`config.mk`:
```
export PLATFORM = sky130hd
export DESIGN_NAME = ping_pong_buffer_handoff_core
export DESIGN_NICKNAME = d
export VERILOG_FILES = /design/src/rtl/pbh_pkg.sv /design/src/rtl/pbh_div.sv /design/src/rtl/pbh_ctrl.sv /design/src/rtl/pbh_datapath.sv /design/src/rtl/ping_pong_buffer_handoff_core.sv
export SDC_FILE = /design/constraint.sdc
export NUM_CORES = 1
export LEC_CHECK = 0
export ABC_AREA = 0
export BUFFER_PORTS_ARGS = -buffer_cell sky130_fd_sc_hd__buf_2
export CAP_MARGIN = 15
export CELL_PAD_IN_SITES_DETAIL_PLACEMENT = 0
export CELL_PAD_IN_SITES_GLOBAL_PLACEMENT = 2
export CORE_ASPECT_RATIO = 0.9
export CORE_UTILIZATION = 42
export CTS_CLUSTER_DIAMETER = 30
export DETAILED_ROUTE_END_ITERATION = 10
export PLACE_DENSITY = 0.85
export SKIP_CTS_REPAIR_TIMING = 1
export SLEW_MARGIN = 40
export SYNTH_ARGS = -nofsm -noshare
export SYNTH_HDL_FRONTEND = slang
export SYNTH_HIERARCHICAL = 1
export SYNTH_SLANG_ARGS = --single-unit
```
`constraint.sdc`:
```
create_clock -name clk -period 9 [get_ports clk]
set_input_delay 0.9 -clock clk [delete_from_list [all_inputs] [get_ports clk]]
set_output_delay 0.9 -clock clk [all_outputs]
set_load 0.01 [all_outputs]
```
`src/rtl/pbh_pkg.sv`:
```
// Shared types, constants and request codes for the ping-pong buffer handoff core.
// No dependencies; every other file in rtl/ refers to this package by scoped names.
`timescale 1ns / 1ps

package pbh_pkg;

  // field and datapath widths
  localparam int RATE_W    = 24;
  localparam int PER_W     = 17;
  localparam int LOAD_W    = 16;
  localparam int FRAME_W   = 11;
  localparam int OVR_W     = 32;
  localparam int REQ_W     = 3;
  localparam int CFG_IDX_W = 2;
  // dividend covers the largest clock plus half the largest rate
  localparam int DIV_W     = 28;
  localparam int DIV_CNT_W = $clog2(DIV_W + 1);
  localparam int IN_DATA_W  = 8;
  localparam int OUT_DATA_W = 96;

  // parameter defaults
  localparam int CLOCK_HZ_DEF          = 32000000;
  localparam int FRAMES_PER_BUFFER_DEF = 64;

  // request codes
  localparam logic [REQ_W-1:0] REQ_DONE    = 3'd0;
  localparam logic [REQ_W-1:0] REQ_ACQUIRE = 3'd1;
  localparam logic [REQ_W-1:0] REQ_RELEASE = 3'd2;
  localparam logic [REQ_W-1:0] REQ_START   = 3'd3;
  localparam logic [REQ_W-1:0] REQ_STOP    = 3'd4;

  // configuration register indexes
  localparam logic [CFG_IDX_W-1:0] REG_FRAME_RATE = 2'd0;
  localparam logic [CFG_IDX_W-1:0] REG_MIN_RATE   = 2'd1;
  localparam logic [CFG_IDX_W-1:0] REG_MAX_RATE   = 2'd2;

  // configuration reset values
  localparam logic [RATE_W-1:0] FRAME_RATE_RST = 24'd1000;
  localparam logic [RATE_W-1:0] MIN_RATE_RST   = 24'd1;
  localparam logic [RATE_W-1:0] MAX_RATE_RST   = 24'd16000000;

  // period limits and rate saturation
  localparam logic [DIV_W-1:0]  PERIOD_MIN = 28'd2;
  localparam logic [DIV_W-1:0]  PERIOD_MAX = 28'd65536;
  localparam logic [RATE_W-1:0] RATE_SAT   = 24'hFFFFFF;

  // one result item, ready_mask_out in the top bits, ok in bit 0
  typedef struct packed {
    logic [1:0]         ready_mask_out;
    logic               write_index_out;
    logic               rearm;
    logic               running;
    logic [OVR_W-1:0]   overrun_count;
    logic [RATE_W-1:0]  actual_rate_hz;
    logic [LOAD_W-1:0]  timer_load;
    logic [FRAME_W-1:0] frame_count;
    logic               given_index;
    logic               ok;
  } result_t;

  // controller to datapath
  typedef struct packed {
    logic exec;          // apply the accepted request directly
    logic div_go;        // launch a division
    logic div_second;    // second division: clock over period
    logic start_reject;  // start failed the period check
    logic start_commit;  // start passed, apply it
  } cmd_t;

  // datapath to controller
  typedef struct packed {
    logic out_free;
    logic req_start;
    logic rate_ok;
    logic period_ok;
    logic div_done;
  } status_t;

  function automatic logic [1:0] buf_mask(input logic idx);
    buf_mask = idx ? 2'b10 : 2'b01;
  endfunction

endpackage

```
`src/rtl/pbh_div.sv`:
```
// Restoring divider, one quotient bit per cycle, for the start request.
// Depends on pbh_pkg for widths.
`timescale 1ns / 1ps

module pbh_div (
  input  logic                          clk,
  input  logic                          rst,
  input  logic                          go,
  input  logic [pbh_pkg::DIV_W-1:0]     dividend,
  input  logic [pbh_pkg::RATE_W-1:0]    divisor,
  output logic                          done,
  output logic [pbh_pkg::DIV_W-1:0]     quotient
);

  logic                           busy;
  logic [pbh_pkg::DIV_CNT_W-1:0]  cnt;
  logic [pbh_pkg::RATE_W-1:0]     rem;
  logic [pbh_pkg::RATE_W-1:0]     rem_next;
  logic [pbh_pkg::RATE_W-1:0]     dsr;
  logic [pbh_pkg::RATE_W:0]       rem_sh;
  logic [pbh_pkg::RATE_W:0]       diff;
  logic                           q_bit;

  // one subtract and compare per step
  always_comb begin
    rem_sh   = {rem, quotient[pbh_pkg::DIV_W-1]};
    diff     = rem_sh - {1'b0, dsr};
    q_bit    = (rem_sh >= {1'b0, dsr});
    rem_next = q_bit ? diff[pbh_pkg::RATE_W-1:0] : rem_sh[pbh_pkg::RATE_W-1:0];
  end

  // control: busy flag, step count, done pulse
  always_ff @(posedge clk) begin
    if (rst) begin
      busy <= 1'b0;
      done <= 1'b0;
      cnt  <= '0;
    end else begin
      done <= 1'b0;
      if (go) begin
        busy <= 1'b1;
        cnt  <= pbh_pkg::DIV_CNT_W'(pbh_pkg::DIV_W);
      end else if (busy) begin
        cnt <= cnt - 1'b1;
        if (cnt == pbh_pkg::DIV_CNT_W'(1)) begin
          busy <= 1'b0;
          done <= 1'b1;
        end
      end
    end
  end

  // dividend shifts out as quotient bits shift in; divisor held for the whole pass
  always_ff @(posedge clk) begin
    if (go) begin
      quotient <= dividend;
      rem      <= '0;
      dsr      <= divisor;
    end else if (busy) begin
      quotient <= {quotient[pbh_pkg::DIV_W-2:0], q_bit};
      rem      <= rem_next;
    end
  end

endmodule

```
`src/rtl/pbh_ctrl.sv`:
```
// Sequencer for the handoff core: accepts requests and steps an accepted-rate start
// through up to two divisions. Depends on pbh_pkg for the command and status types.
`timescale 1ns / 1ps

module pbh_ctrl (
  input  logic             clk,
  input  logic             rst,
  input  logic             s_tvalid,
  output logic             s_tready,
  input  pbh_pkg::status_t status,
  output pbh_pkg::cmd_t    cmd
);

  localparam logic [1:0] S_IDLE = 2'd0;
  localparam logic [1:0] S_DIV1 = 2'd1;
  localparam logic [1:0] S_DIV2 = 2'd2;

  logic [1:0] state;
  logic [1:0] state_next;
  logic       accept;

  assign s_tready = (state == S_IDLE) && status.out_free;
  assign accept   = s_tvalid && s_tready;

  // next state and commands
  always_comb begin
    state_next = state;
    cmd        = '0;
    unique case (state)
      S_IDLE: begin
        if (accept) begin
          if (status.req_start && status.rate_ok) begin
            cmd.div_go = 1'b1;
            state_next = S_DIV1;
          end else begin
            cmd.exec = 1'b1;
          end
        end
      end
      S_DIV1: begin
        if (status.div_done) begin
          if (status.period_ok) begin
            cmd.div_go     = 1'b1;
            cmd.div_second = 1'b1;
            state_next     = S_DIV2;
          end else begin
            cmd.start_reject = 1'b1;
            state_next       = S_IDLE;
          end
        end
      end
      S_DIV2: begin
        if (status.div_done) begin
          cmd.start_commit = 1'b1;
          state_next       = S_IDLE;
        end
      end
      default: begin
        state_next = S_IDLE;
      end
    endcase
  end

  always_ff @(posedge clk) begin
    if (rst) begin
      state <= S_IDLE;
    end else begin
      state <= state_next;
    end
  end

endmodule

```
`src/rtl/pbh_datapath.sv`:
```
// Buffer ownership state, configuration registers, divider and result register.
// Depends on pbh_pkg and pbh_div.
`timescale 1ns / 1ps

module pbh_datapath #(
  parameter int CLOCK_HZ          = pbh_pkg::CLOCK_HZ_DEF,
  parameter int FRAMES_PER_BUFFER = pbh_pkg::FRAMES_PER_BUFFER_DEF
) (
  input  logic                              clk,
  input  logic                              rst,
  input  logic [pbh_pkg::IN_DATA_W-1:0]     s_tdata,
  output logic                              m_tvalid,
  input  logic                              m_tready,
  output logic [pbh_pkg::OUT_DATA_W-1:0]    m_tdata,
  input  logic                              cfg_we,
  input  logic [pbh_pkg::CFG_IDX_W-1:0]     cfg_index,
  input  logic [pbh_pkg::RATE_W-1:0]        cfg_data,
  input  pbh_pkg::cmd_t                     cmd,
  output pbh_pkg::status_t                  status
);

  localparam logic [pbh_pkg::DIV_W-1:0] ClockDiv = pbh_pkg::DIV_W'(CLOCK_HZ);

  // configuration
  logic [pbh_pkg::RATE_W-1:0] frame_rate;
  logic [pbh_pkg::RATE_W-1:0] min_rate;
  logic [pbh_pkg::RATE_W-1:0] max_rate;

  // ownership state
  logic                       write_buffer, write_buffer_next;
  logic [1:0]                 ready_bits, ready_bits_next;
  logic [1:0]                 held_bits, held_bits_next;
  logic [pbh_pkg::OVR_W-1:0]  overruns, overruns_next;
  logic [pbh_pkg::RATE_W-1:0] actual_rate, actual_rate_next;
  logic                       is_running, is_running_next;
  logic [pbh_pkg::PER_W-1:0]  period;

  // request fields
  logic [pbh_pkg::REQ_W-1:0]  req_type;
  logic                       buffer_index;

  // divider
  logic [pbh_pkg::DIV_W-1:0]  div_dividend;
  logic [pbh_pkg::RATE_W-1:0] div_divisor;
  logic                       div_done;
  logic [pbh_pkg::DIV_W-1:0]  div_quo;

  pbh_pkg::result_t res, res_next;
  logic             load_res;
  logic             done_buf;
  logic             nxt_buf;
  logic [1:0]       nxt_mask;

  assign req_type     = s_tdata[pbh_pkg::REQ_W-1:0];
  assign buffer_index = s_tdata[pbh_pkg::REQ_W];

  // configuration writes; an index past the list is ignored
  always_ff @(posedge clk) begin
    if (rst) begin
      frame_rate <= pbh_pkg::FRAME_RATE_RST;
      min_rate   <= pbh_pkg::MIN_RATE_RST;
      max_rate   <= pbh_pkg::MAX_RATE_RST;
    end else if (cfg_we) begin
      if (cfg_index == pbh_pkg::REG_FRAME_RATE) frame_rate <= cfg_data;
      if (cfg_index == pbh_pkg::REG_MIN_RATE)   min_rate   <= cfg_data;
      if (cfg_index == pbh_pkg::REG_MAX_RATE)   max_rate   <= cfg_data;
    end
  end

  // divider operands: rounded clock over rate, then clock over period
  always_comb begin
    if (cmd.div_second) begin
      div_dividend = ClockDiv;
      div_divisor  = div_quo[pbh_pkg::RATE_W-1:0];
    end else begin
      div_dividend = ClockDiv + pbh_pkg::DIV_W'(frame_rate >> 1);
      div_divisor  = frame_rate;
    end
  end

  pbh_div u_div (
    .clk      (clk),
    .rst      (rst),
    .go       (cmd.div_go),
    .dividend (div_dividend),
    .divisor  (div_divisor),
    .done     (div_done),
    .quotient (div_quo)
  );

  // status towards the sequencer
  always_comb begin
    status.out_free  = !m_tvalid || m_tready;
    status.req_start = (req_type == pbh_pkg::REQ_START);
    status.rate_ok   = (frame_rate != '0) && (frame_rate >= min_rate) &&
                       (frame_rate <= max_rate);
    status.period_ok = (div_quo >= pbh_pkg::PERIOD_MIN) &&
                       (div_quo <= pbh_pkg::PERIOD_MAX);
    status.div_done  = div_done;
  end

  // state update and result assembly
  always_comb begin
    write_buffer_next = write_buffer;
    ready_bits_next   = ready_bits;
    held_bits_next    = held_bits;
    overruns_next     = overruns;
    actual_rate_next  = actual_rate;
    is_running_next   = is_running;
    done_buf          = write_buffer;
    nxt_buf           = ~write_buffer;
    nxt_mask          = pbh_pkg::buf_mask(~write_buffer);
    res_next          = '0;

    if (cmd.exec) begin
      unique case (req_type)
        pbh_pkg::REQ_DONE: begin
          if (is_running) begin
            if ((held_bits & nxt_mask) != 2'b00) begin
              // consumer still holds the other buffer: rewrite this one
              overruns_next = overruns + 1'b1;
              nxt_buf       = done_buf;
            end else begin
              // other buffer unclaimed: drop it
              if ((ready_bits & nxt_mask) != 2'b00) begin
                overruns_next = overruns + 1'b1;
              end
              ready_bits_next = (ready_bits & ~nxt_mask) | pbh_pkg::buf_mask(done_buf);
            end
            write_buffer_next = nxt_buf;
            res_next.rearm    = 1'b1;
          end
        end
        pbh_pkg::REQ_ACQUIRE: begin
          if (ready_bits != 2'b00) begin
            ready_bits_next      = ready_bits & ~pbh_pkg::buf_mask(~ready_bits[0]);
            held_bits_next       = held_bits | pbh_pkg::buf_mask(~ready_bits[0]);
            res_next.ok          = 1'b1;
            res_next.given_index = ~ready_bits[0];
            res_next.frame_count = pbh_pkg::FRAME_W'(FRAMES_PER_BUFFER);
          end
        end
        pbh_pkg::REQ_RELEASE: begin
          held_bits_next = held_bits & ~pbh_pkg::buf_mask(buffer_index);
        end
        pbh_pkg::REQ_STOP: begin
          is_running_next = 1'b0;
        end
        default: begin
          // rejected start or unknown code: status only
        end
      endcase
    end else if (cmd.start_commit) begin
      write_buffer_next   = 1'b0;
      ready_bits_next     = 2'b00;
      held_bits_next      = 2'b00;
      overruns_next       = '0;
      actual_rate_next    = (div_quo > pbh_pkg::DIV_W'(pbh_pkg::RATE_SAT)) ?
                            pbh_pkg::RATE_SAT : div_quo[pbh_pkg::RATE_W-1:0];
      is_running_next     = 1'b1;
      res_next.ok         = 1'b1;
      res_next.rearm      = 1'b1;
      res_next.timer_load = pbh_pkg::LOAD_W'(period - 1'b1);
    end

    res_next.actual_rate_hz  = actual_rate_next;
    res_next.overrun_count   = overruns_next;
    res_next.running         = is_running_next;
    res_next.write_index_out = write_buffer_next;
    res_next.ready_mask_out  = ready_bits_next;
  end

  assign load_res = cmd.exec || cmd.start_reject || cmd.start_commit;

  // ownership state registers
  always_ff @(posedge clk) begin
    if (rst) begin
      write_buffer <= 1'b0;
      ready_bits   <= 2'b00;
      held_bits    <= 2'b00;
      overruns     <= '0;
      actual_rate  <= '0;
      is_running   <= 1'b0;
    end else begin
      write_buffer <= write_buffer_next;
      ready_bits   <= ready_bits_next;
      held_bits    <= held_bits_next;
      overruns     <= overruns_next;
      actual_rate  <= actual_rate_next;
      is_running   <= is_running_next;
    end
  end

  // period kept for the timer reload value
  always_ff @(posedge clk) begin
    if (cmd.div_second) begin
      period <= div_quo[pbh_pkg::PER_W-1:0];
    end
  end

  // result register
  always_ff @(posedge clk) begin
    if (rst) begin
      m_tvalid <= 1'b0;
    end else if (load_res) begin
      m_tvalid <= 1'b1;
    end else if (m_tready) begin
      m_tvalid <= 1'b0;
    end
  end

  always_ff @(posedge clk) begin
    if (load_res) begin
      res <= res_next;
    end
  end

  assign m_tdata = {(pbh_pkg::OUT_DATA_W - $bits(pbh_pkg::result_t))'(0), res};

endmodule

```
`src/rtl/ping_pong_buffer_handoff_core.sv`:
```
// Top level of the ping-pong buffer handoff core: sequencer plus datapath.
// Depends on pbh_pkg, pbh_ctrl, pbh_datapath (and pbh_div below it).
//
// Usage:
//   Requests arrive on the s_ group (buffer done, acquire, release, start,
//   stop); every request gives exactly one result transaction on the m_ group
//   carrying the handoff outcome and the full status after the request.
//   Rate registers are written through cfg_we/cfg_index/cfg_data while idle.
// Sequencing:
//   buffer done, acquire, release, stop and a start refused on its rate limits
//   answer in the cycle after acceptance. An accepted-rate start runs two
//   passes of a shared 28-step restoring divider (rounded period, then
//   achieved rate), the second only when the period lies in 2..65536.
//   One request is in flight at a time.
// Reset:
//   rst is synchronous, active high; clears all buffer ownership, the overrun
//   counter, achieved rate and running flag, and restores the rate registers.
// Backpressure:
//   the result waits in the output register while m_tready is low; a new request
//   is taken once that register is free or draining and the sequencer is idle.
`timescale 1ns / 1ps

module ping_pong_buffer_handoff_core #(
  parameter int CLOCK_HZ          = pbh_pkg::CLOCK_HZ_DEF,
  parameter int FRAMES_PER_BUFFER = pbh_pkg::FRAMES_PER_BUFFER_DEF
) (
  input  logic                              clk,
  input  logic                              rst,
  input  logic                              s_tvalid,
  output logic                              s_tready,
  // [2:0] req_type, [3] buffer_index, [7:4] zero
  input  logic [pbh_pkg::IN_DATA_W-1:0]     s_tdata,
  output logic                              m_tvalid,
  input  logic                              m_tready,
  // [0] ok, [1] given_index, [12:2] frame_count, [28:13] timer_load,
  // [52:29] actual_rate_hz, [84:53] overrun_count, [85] running, [86] rearm,
  // [87] write_index_out, [89:88] ready_mask_out, [95:90] zero
  output logic [pbh_pkg::OUT_DATA_W-1:0]    m_tdata,
  input  logic                              cfg_we,
  input  logic [pbh_pkg::CFG_IDX_W-1:0]     cfg_index,
  input  logic [pbh_pkg::RATE_W-1:0]        cfg_data
);

  pbh_pkg::cmd_t    cmd;
  pbh_pkg::status_t status;
  pbh_pkg::result_t out_res;

  pbh_ctrl u_ctrl (
    .clk      (clk),
    .rst      (rst),
    .s_tvalid (s_tvalid),
    .s_tready (s_tready),
    .status   (status),
    .cmd      (cmd)
  );

  pbh_datapath #(
    .CLOCK_HZ          (CLOCK_HZ),
    .FRAMES_PER_BUFFER (FRAMES_PER_BUFFER)
  ) u_datapath (
    .clk       (clk),
    .rst       (rst),
    .s_tdata   (s_tdata),
    .m_tvalid  (m_tvalid),
    .m_tready  (m_tready),
    .m_tdata   (m_tdata),
    .cfg_we    (cfg_we),
    .cfg_index (cfg_index),
    .cfg_data  (cfg_data),
    .cmd       (cmd),
    .status    (status)
  );

  assign out_res = m_tdata[$bits(pbh_pkg::result_t)-1:0];

  // no request is taken while the divider is finishing a pass
  a_no_accept_on_div_done: assert property (@(posedge clk) disable iff (rst)
    status.div_done |-> !(s_tvalid && s_tready))
    else $error("request accepted while a start division was completing");

  // a division launch never coincides with a directly executed request
  a_cmd_exclusive: assert property (@(posedge clk) disable iff (rst)
    $countones({cmd.exec, cmd.div_go, cmd.start_commit, cmd.start_reject}) <= 1)
    else $error("conflicting datapath commands");

  // the buffer under DMA is never offered to the consumer
  a_write_not_ready: assert property (@(posedge clk) disable iff (rst)
    m_tvalid |-> ((out_res.ready_mask_out &
                   pbh_pkg::buf_mask(out_res.write_index_out)) == 2'b00))
    else $error("write buffer marked ready");

  // a timer reload value only comes with an accepted start
  a_load_with_start: assert property (@(posedge clk) disable iff (rst)
    (m_tvalid && (out_res.timer_load != '0)) |->
      (out_res.ok && out_res.running && out_res.rearm))
    else $error("timer reload value without an accepted start");

endmodule
```
==> results of run 1 <==
[kinds of logic (layout without fill, tap and decap cells)]
group | after synthesis | count (layout)
multiplexers | 75 | 75
AO/OA/AOI/OAI | 283 | 283
AND/OR/NAND/NOR | 568 | 568
XOR/XNOR | 43 | 43
flip-flops | 316 | 316
adder cells (fa/ha/maj) | 79 | 79
buffers and inverters | 184 | 353
other | 1 | 18
[sequential cells by signal, indices dropped and copies added, names as in the netlist, 24 cells and up]
signal and cells:
u_datapath/actual_rate 24, u_datapath/u_div/rem 24, u_datapath/u_div/quotient 28, u_datapath/min_rate 24, u_datapath/u_div/dsr 24, u_datapath/m_tdata 80, u_datapath/frame_rate 24, u_datapath/max_rate 24
u_datapath/overruns 32
[path summary, 6_finish.rpt]
path	startpoint	endpoint	slack (ps)	depth (start not counted)
hold reg to reg	u_datapath/max_rate[4]	u_datapath/max_rate[4]	450	2
hold / removal	u_datapath/max_rate[4]	u_datapath/max_rate[4]	450	2
setup reg to reg	u_datapath/frame_rate[21]	u_datapath/u_div/done	3930	12
setup / recovery	u_datapath/frame_rate[21]	u_datapath/u_div/done	3930	12
[cell type report]
| cell class | count | area (µm²) |
|---|---|---|
| clock buffer | 90 | 1908 |
| multi-input combinational | 1066 | 6964 |
| tap | 476 | 595.6 |
| clock inverter | 34 | 431.7 |
| inverter | 99 | 372.9 |
| sequential | 316 | 7807 |
| fill | 3294 | 17380 |
| timing repair buffer | 130 | 706.9 |
[layer usage]
metal	global-route usage	vias to the layer above	wire length, µm
met5	0	-	0
met4	0.06269	0	690
met3	0.04484	53	1287
met2	0.3163	192	17110
met1	0.2760	5394	18260
li1	-	5739	-
[worst reg2reg max path, cell delays in order, from the launching register on]
cell	delay, ps
dfxtp_1	390
ha_1	340
nand4_1	160
nor4_1	560
nand4_1	210
or3_1	420
a221oi_1	540
nand2_1	210
o21ai_4	180
buf_4	440
buf_4	500
nand2b_1	720
nor3_1	230
[report_power, final]
group	internal [mW]	leakage [nW]	switching [mW]	total [mW]
Combinational	0.379	3.60	0.524	0.903
Clock	1.72	1.15	0.796	2.52
Sequential	1.61	2.81	0.0704	1.68
[layout by cell type (no fill, tap or decap), drive strengths merged, types with 23 or more instances in the layout]
cell type and n:
nand3 32, a21oi 108, o22a 23, inv 104
nor3 26, clkbuf 90, edfxtp 148, o21ai 41
mux2i 38, nor2b 77, ha 78, nor2 91
buf 130, nand2 226, mux2 37, dfxtp 168
xnor2 25
[metrics by stage]
stage,total power [mW],cell area [µm²]
finish,5.097,18790
global route,5.342,18790
CTS,5.148,18770
detailed placement,2.603,16430
global placement,2.567,16390
floorplan,2.381,15500
==> results.txt, run 1 <==
final setup margin - 3929 ps
Slowest-stage cell, CP - nand2b_1
synthesized flop and latch total - 316
post-DP HPWL - 25100 µm
die width - 204.1 µm
Yosys top cell area share - 0.2878
biggest area consumer among synthesized cells - edfxtp_1
most frequent cell after synthesis - nand2_1
Slew Limit Fails - 0
CP startpoint kind - flip-flop
total power divided by cell area - 271.3 mW/mm²
VDD IR max - 0.1693 mV
Hold Crit Class - flip-flop to flip-flop
DRC Markers - 0
fin util - 0.5194
# setup viols final - 0
hold violation total from the final report - 0
initial antenna violation count - 0
worst path required time - 9390 ps
Iteration-0 DRC Markers - 766
crit-path cells - ha_1, nand4_1, nor4_1, nand4_1, or3_1, a221oi_1, nand2_1, o21ai_4, buf_4, buf_4, nand2b_1, nor3_1
diodes inserted - 0
row count - 66
deepest level of the CTS H-tree - 3
Worst path max stage delay - 700 ps
status - completed
CP Capture Type - flip-flop
CP Class - flip-flop to flip-flop
top cells by area, synth - edfxtp_1 (29%), dfxtp_1 (22%), ha_1 (6.3%)
number of flops mapped to enable cells by yosys - 148
routed vias/inst - 5.146
Syn Area/Cell - 9.968 µm²
Netlist cell types - 78
drt first pass iters - 5
Final Skew - 20.14 ps
RSZ-0062 raised after global routing - no
DR WL/cell - 16.89 µm
max_slew headroom - 0.4602
Commonest cells post-synth - nand2_1 (226), dfxtp_1 (168), edfxtp_1 (148), a21oi_1 (104), inv_1 (99)
Simple-Gate Fraction of Synth Area - 0.1822
fraction of the mapped netlist area in adder cells - 0.06450
post-synthesis mux area share - 0.05162
core area - 0.03617 mm²
root buf cell - clkbuf_16
largest net degree at the start of global routing - 83
Initial Util - 0.4269
Final Instance Count excl. Fillers - 2211
Global Route Usage Sum - 0.2018
Num CTS Buffers - 68
grt ovf - 0
post-route setup TNS - 0 ps
minimum clock period - 5071 ps
Seq/Total Area, Yosys - 0.5056
number of global-route vias before repair - 10992
TritonCTS clock tree - yes
Worst Path Buf+Inv - 2
Antenna Violating Nets Remaining - 0
Ports - 137
Layout Nets - 1799
Max Buffers Root-to-Sink - 3
Synth Area in XOR/XNOR - 0.02439
Die Ht - 183.9 µm
worst skew pair latency - 570 ps
pre-CTS setup slack - 3912 ps
dpl cells - 2086
WL final - 37350 µm
IO buf count - 116
Tightest Pin Transition - 799.2 ps
DIE AREA - 0.03754 mm²
global-route wire length before repair - 59470 µm
final critical-path share of the clock period - 0.5634
post-synthesis compound-gate area fraction - 0.1214
P&R area growth vs syn - 21.67%
Post-Syn Instances - 1549
clock-pin transition on the worst setup and hold timing paths - 50 ps
Leakage - 7.550 nW
Synth async-reset ratio - 0
CP Data Arrival Time - 5460 ps
proportion of layout cells with a drive suffix above 1 - 0.1798
clock sink count - 316
Via Count - 11378
Largest delay share family, worst path - simple AND/OR/NAND/NOR gates
Min Hold Slack - 453.0 ps
main combinational cell family by area after synthesis - simple AND/OR/NAND/NOR gates
Netlist Area Pre-Place - 0.01544 mm²
max cap viols - 0
Peak Freq - 197.2 MHz
Crit Path Max Fanout - 38
gpl congestion - 0.8464
yosys warns - 6
Top FF cell, synth - dfxtp_1
(Power assumes the default switching activity.)
==> run 2, diff against run 1 <==
--- a/config.mk
+++ b/config.mk
@@ -11,10 +11,10 @@
 export CELL_PAD_IN_SITES_DETAIL_PLACEMENT = 0
 export CELL_PAD_IN_SITES_GLOBAL_PLACEMENT = 2
 export CORE_ASPECT_RATIO = 0.9
-export CORE_UTILIZATION = 42
+export CORE_UTILIZATION = 39
 export CTS_CLUSTER_DIAMETER = 30
 export DETAILED_ROUTE_END_ITERATION = 10
-export PLACE_DENSITY = 0.85
+export PLACE_DENSITY = 0.8
 export SKIP_CTS_REPAIR_TIMING = 1
 export SLEW_MARGIN = 40
 export SYNTH_ARGS = -nofsm -noshare
==> constraint.sdc (replaced) <==
create_clock -name clk -period 5 [get_ports clk]
set_input_delay 0.5 -clock clk [delete_from_list [all_inputs] [get_ports clk]]
set_output_delay 0.5 -clock clk [all_outputs]
set_load 0.01 [all_outputs]
==> run 2 against run 1 <==
  * Worst setup slack worse by 3400 ps
  * First-iteration DRC count decreased by 24%
  * Power increased by 88%
  * Combinational power increased by 81%
  * Register-to-register slack worse by 3400 ps
  * Hold slack worse by 290 ps
  * Largest power group unchanged
  * Global-route usage is 0.88 points lower
  * Sequential power up 80%
  * Final area rose by 2.2%
  * Highest routed layer unchanged
  * Critical endpoint is now u_datapath/overruns[15]
  * Wire length rose by 3.2%
==> results.txt, run 2 (synthesis gave the netlist of run 1 again) <==
VDD IR max - 0.3297 mV (was 0.1693 mV)
Via Count - 11488 (was 11378)
Ports - 137 (unchanged)
Iteration-0 DRC Markers - 584 (was 766)
max_slew headroom - 0.4763 (was 0.4602)
Final Cell Area - 0.01919 mm² (was 0.01879 mm²)
post-route setup TNS - 0 ps (unchanged)
Antenna Violating Nets Remaining - 0 (unchanged)
Initial Util - 0.3989 (was 0.4269)
Max Buffers Root-to-Sink - 3 (unchanged)
initial antenna violation count - 0 (unchanged)
hold violation total from the final report - 0 (unchanged)
worst skew pair latency - 580 ps (was 570 ps)
pre-CTS setup slack - 589.4 ps (was 3912 ps)
combinational share of power - 0.169 (was 0.177)
Tightest Pin Transition - 782.1 ps (was 799.2 ps)
diodes inserted - 0 (unchanged)
global-route wire length before repair - 60670 µm (was 59470 µm)
Placed Instance Area - 0.01654 mm² (was 0.01643 mm²)
largest net degree at the start of global routing - 81 (was 83)
total power divided by cell area - 500.6 mW/mm² (was 271.3 mW/mm²)
RSZ-0062 raised after global routing - no (unchanged)
proportion of layout cells with a drive suffix above 1 - 0.1913 (was 0.1798)
max reg flops - 80 (unchanged)
sw frac - 0.2701 (was 0.2727)
core area - 0.03871 mm² (was 0.03617 mm²)
Global Route Usage Sum - 0.1929 (was 0.2018)
minimum clock period - 4433 ps (was 5071 ps)
storage element area - 0.007807 mm² (unchanged)
Psw - 2.595 mW (was 1.390 mW)
P&R area growth vs syn - 24.28% (was 21.67%)
final setup margin - 567.2 ps (was 3929 ps)
Die Ht - 190.8 µm (was 183.9 µm)
CP Data Arrival Time - 4940 ps (was 5460 ps)
grt ovf - 0 (unchanged)
# fillers - 3618 (was 3294)
Final Instance Count excl. Fillers - 2281 (was 2211)
gpl congestion - 0.8010 (was 0.8464)
Seq pwr share - 0.314 (was 0.329)
clock sink count - 316 (unchanged)
# setup viols final - 0 (unchanged)
Leakage - 7.722 nW (was 7.550 nW)
Final Skew - 28.94 ps (was 20.14 ps)
Num CTS Buffers - 74 (was 68)
clock share of power - 0.516 (was 0.494)
Crit Path Max Fanout - 10 (was 38)
die width - 211.7 µm (was 204.1 µm)
DRC Markers - 0 (unchanged)
Hold Crit Class - primary input to flip-flop (was flip-flop to flip-flop)
multi-input combinational cell area - 0.006949 mm² (was 0.006964 mm²)
routed vias/inst - 5.036 (was 5.146)
Pint - 7.012 mW (was 3.707 mW)
root buf cell - clkbuf_16 (unchanged)
Peak Freq - 225.6 MHz (was 197.2 MHz)
dpl cells - 2142 (was 2086)
status - completed (unchanged)
commonest non-fill, non-tap cell in the layout - nand2_1 (unchanged)
deepest level of the CTS H-tree - 3 (unchanged)
max cap viols - 0 (unchanged)
Layout Nets - 1813 (was 1799)
CP Class - flip-flop to flip-flop (unchanged)
worst path required time - 5510 ps (was 9390 ps)
Min Hold Slack - 166.2 ps (was 453.0 ps)
WL final - 38560 µm (was 37350 µm)
number of global-route vias before repair - 11149 (was 10992)
DIE AREA - 0.04039 mm² (was 0.03754 mm²)
final critical-path share of the clock period - 0.8866 (was 0.5634)
drt first pass iters - 5 (unchanged)
clock-pin transition on the worst setup and hold timing paths - 50 ps (about the same)
TritonCTS clock tree - yes (unchanged)
Slew Limit Fails - 0 (unchanged)
DR WL/cell - 16.91 µm (was 16.89 µm)
CP startpoint kind - flip-flop (unchanged)
IO buf count - 116 (unchanged)
row count - 68 (was 66)
commonest non-fill, non-tap cells in the layout - nand2_1 (226), dfxtp_1 (168), edfxtp_1 (148), buf_2 (115), a21oi_1 (104) (was nand2_1 (226), dfxtp_1 (168), edfxtp_1 (148), buf_2 (115), a21oi_1 (103))
CP Capture Type - flip-flop (unchanged)
post-DP HPWL - 26020 µm (was 25100 µm)
==> run 2: changes by cell type in the layout (fill, tap and decap cells not counted), sizes merged <==
cell / delta
clkinv: +3
clkbuf: +2
buf: +8
bufinv: +1
clkinvlp: +7
==> run 2: power groups by stage <==
stage	combinational (mW)	sequential (mW)	clock [mW]
after global placement	1.58	3.06	0
after CTS	1.64	3.02	5.06
after detailed placement	1.63	3.06	0
after global routing	1.83	3.03	5.20
after floorplan	1.24	3.05	0
final	1.63	3.02	4.96
==> run 2: worst paths after layout <==
kind | startpoint | endpoint | slack, ps | cells after the start
max | u_datapath/frame_rate[17] | u_datapath/overruns[15] | 570 | 14
min reg2reg | u_datapath/min_rate[22] | u_datapath/min_rate[22] | 450 | 2
max reg2reg | u_datapath/frame_rate[17] | u_datapath/overruns[15] | 570 | 14
min | cfg_data[5] | u_datapath/frame_rate[5] | 170 | 3
==> run 2: layout make-up <==
| type | instances | area share |
|---|---|---|
| Clock buffer | 92 | 0.1091 |
| Clock inverter | 45 | 0.02745 |
| Inverter | 99 | 0.01943 |
| Multi-Input combinational cell | 1066 | 0.3621 |
| Sequential cell | 316 | 0.4068 |
| Tap cell | 525 | 0.03423 |
| Timing Repair Buffer | 138 | 0.04081 |
==> run 2: metal layers <==
metal	track usage	vias up	wire, µm	share of wire
met2	0.2998	203	17510	0.45
met1	0.2639	5438	18670	0.48
li1	-	5779	-	-
met4	0.06522	0	856	0.022
met3	0.04348	68	1524	0.040
met5	0	-	0	0
==> run 2: worst max-delay path, cell delays in order (launching register included) <==
cell and delay, ps:
dfxtp_1 410, ha_1 350, nand4_1 140, nor4_1 500, nand4_1 190, o211ai_1 230
a221oi_1 160, a21oi_1 210, nand2b_1 90, or4_1 610, buf_4 210, or3_1 550
nor3_1 260, mux2i_1 280, nor2b_1 170
==> run 2: stage by stage <==
stage	util	power [mW]
final	0.4957	9.607
after global routing	0.4957	10.06
after CTS	0.4949	9.720
after detailed placement	0.4272	4.695
after global placement	0.4262	4.637
after floorplan	-	4.286
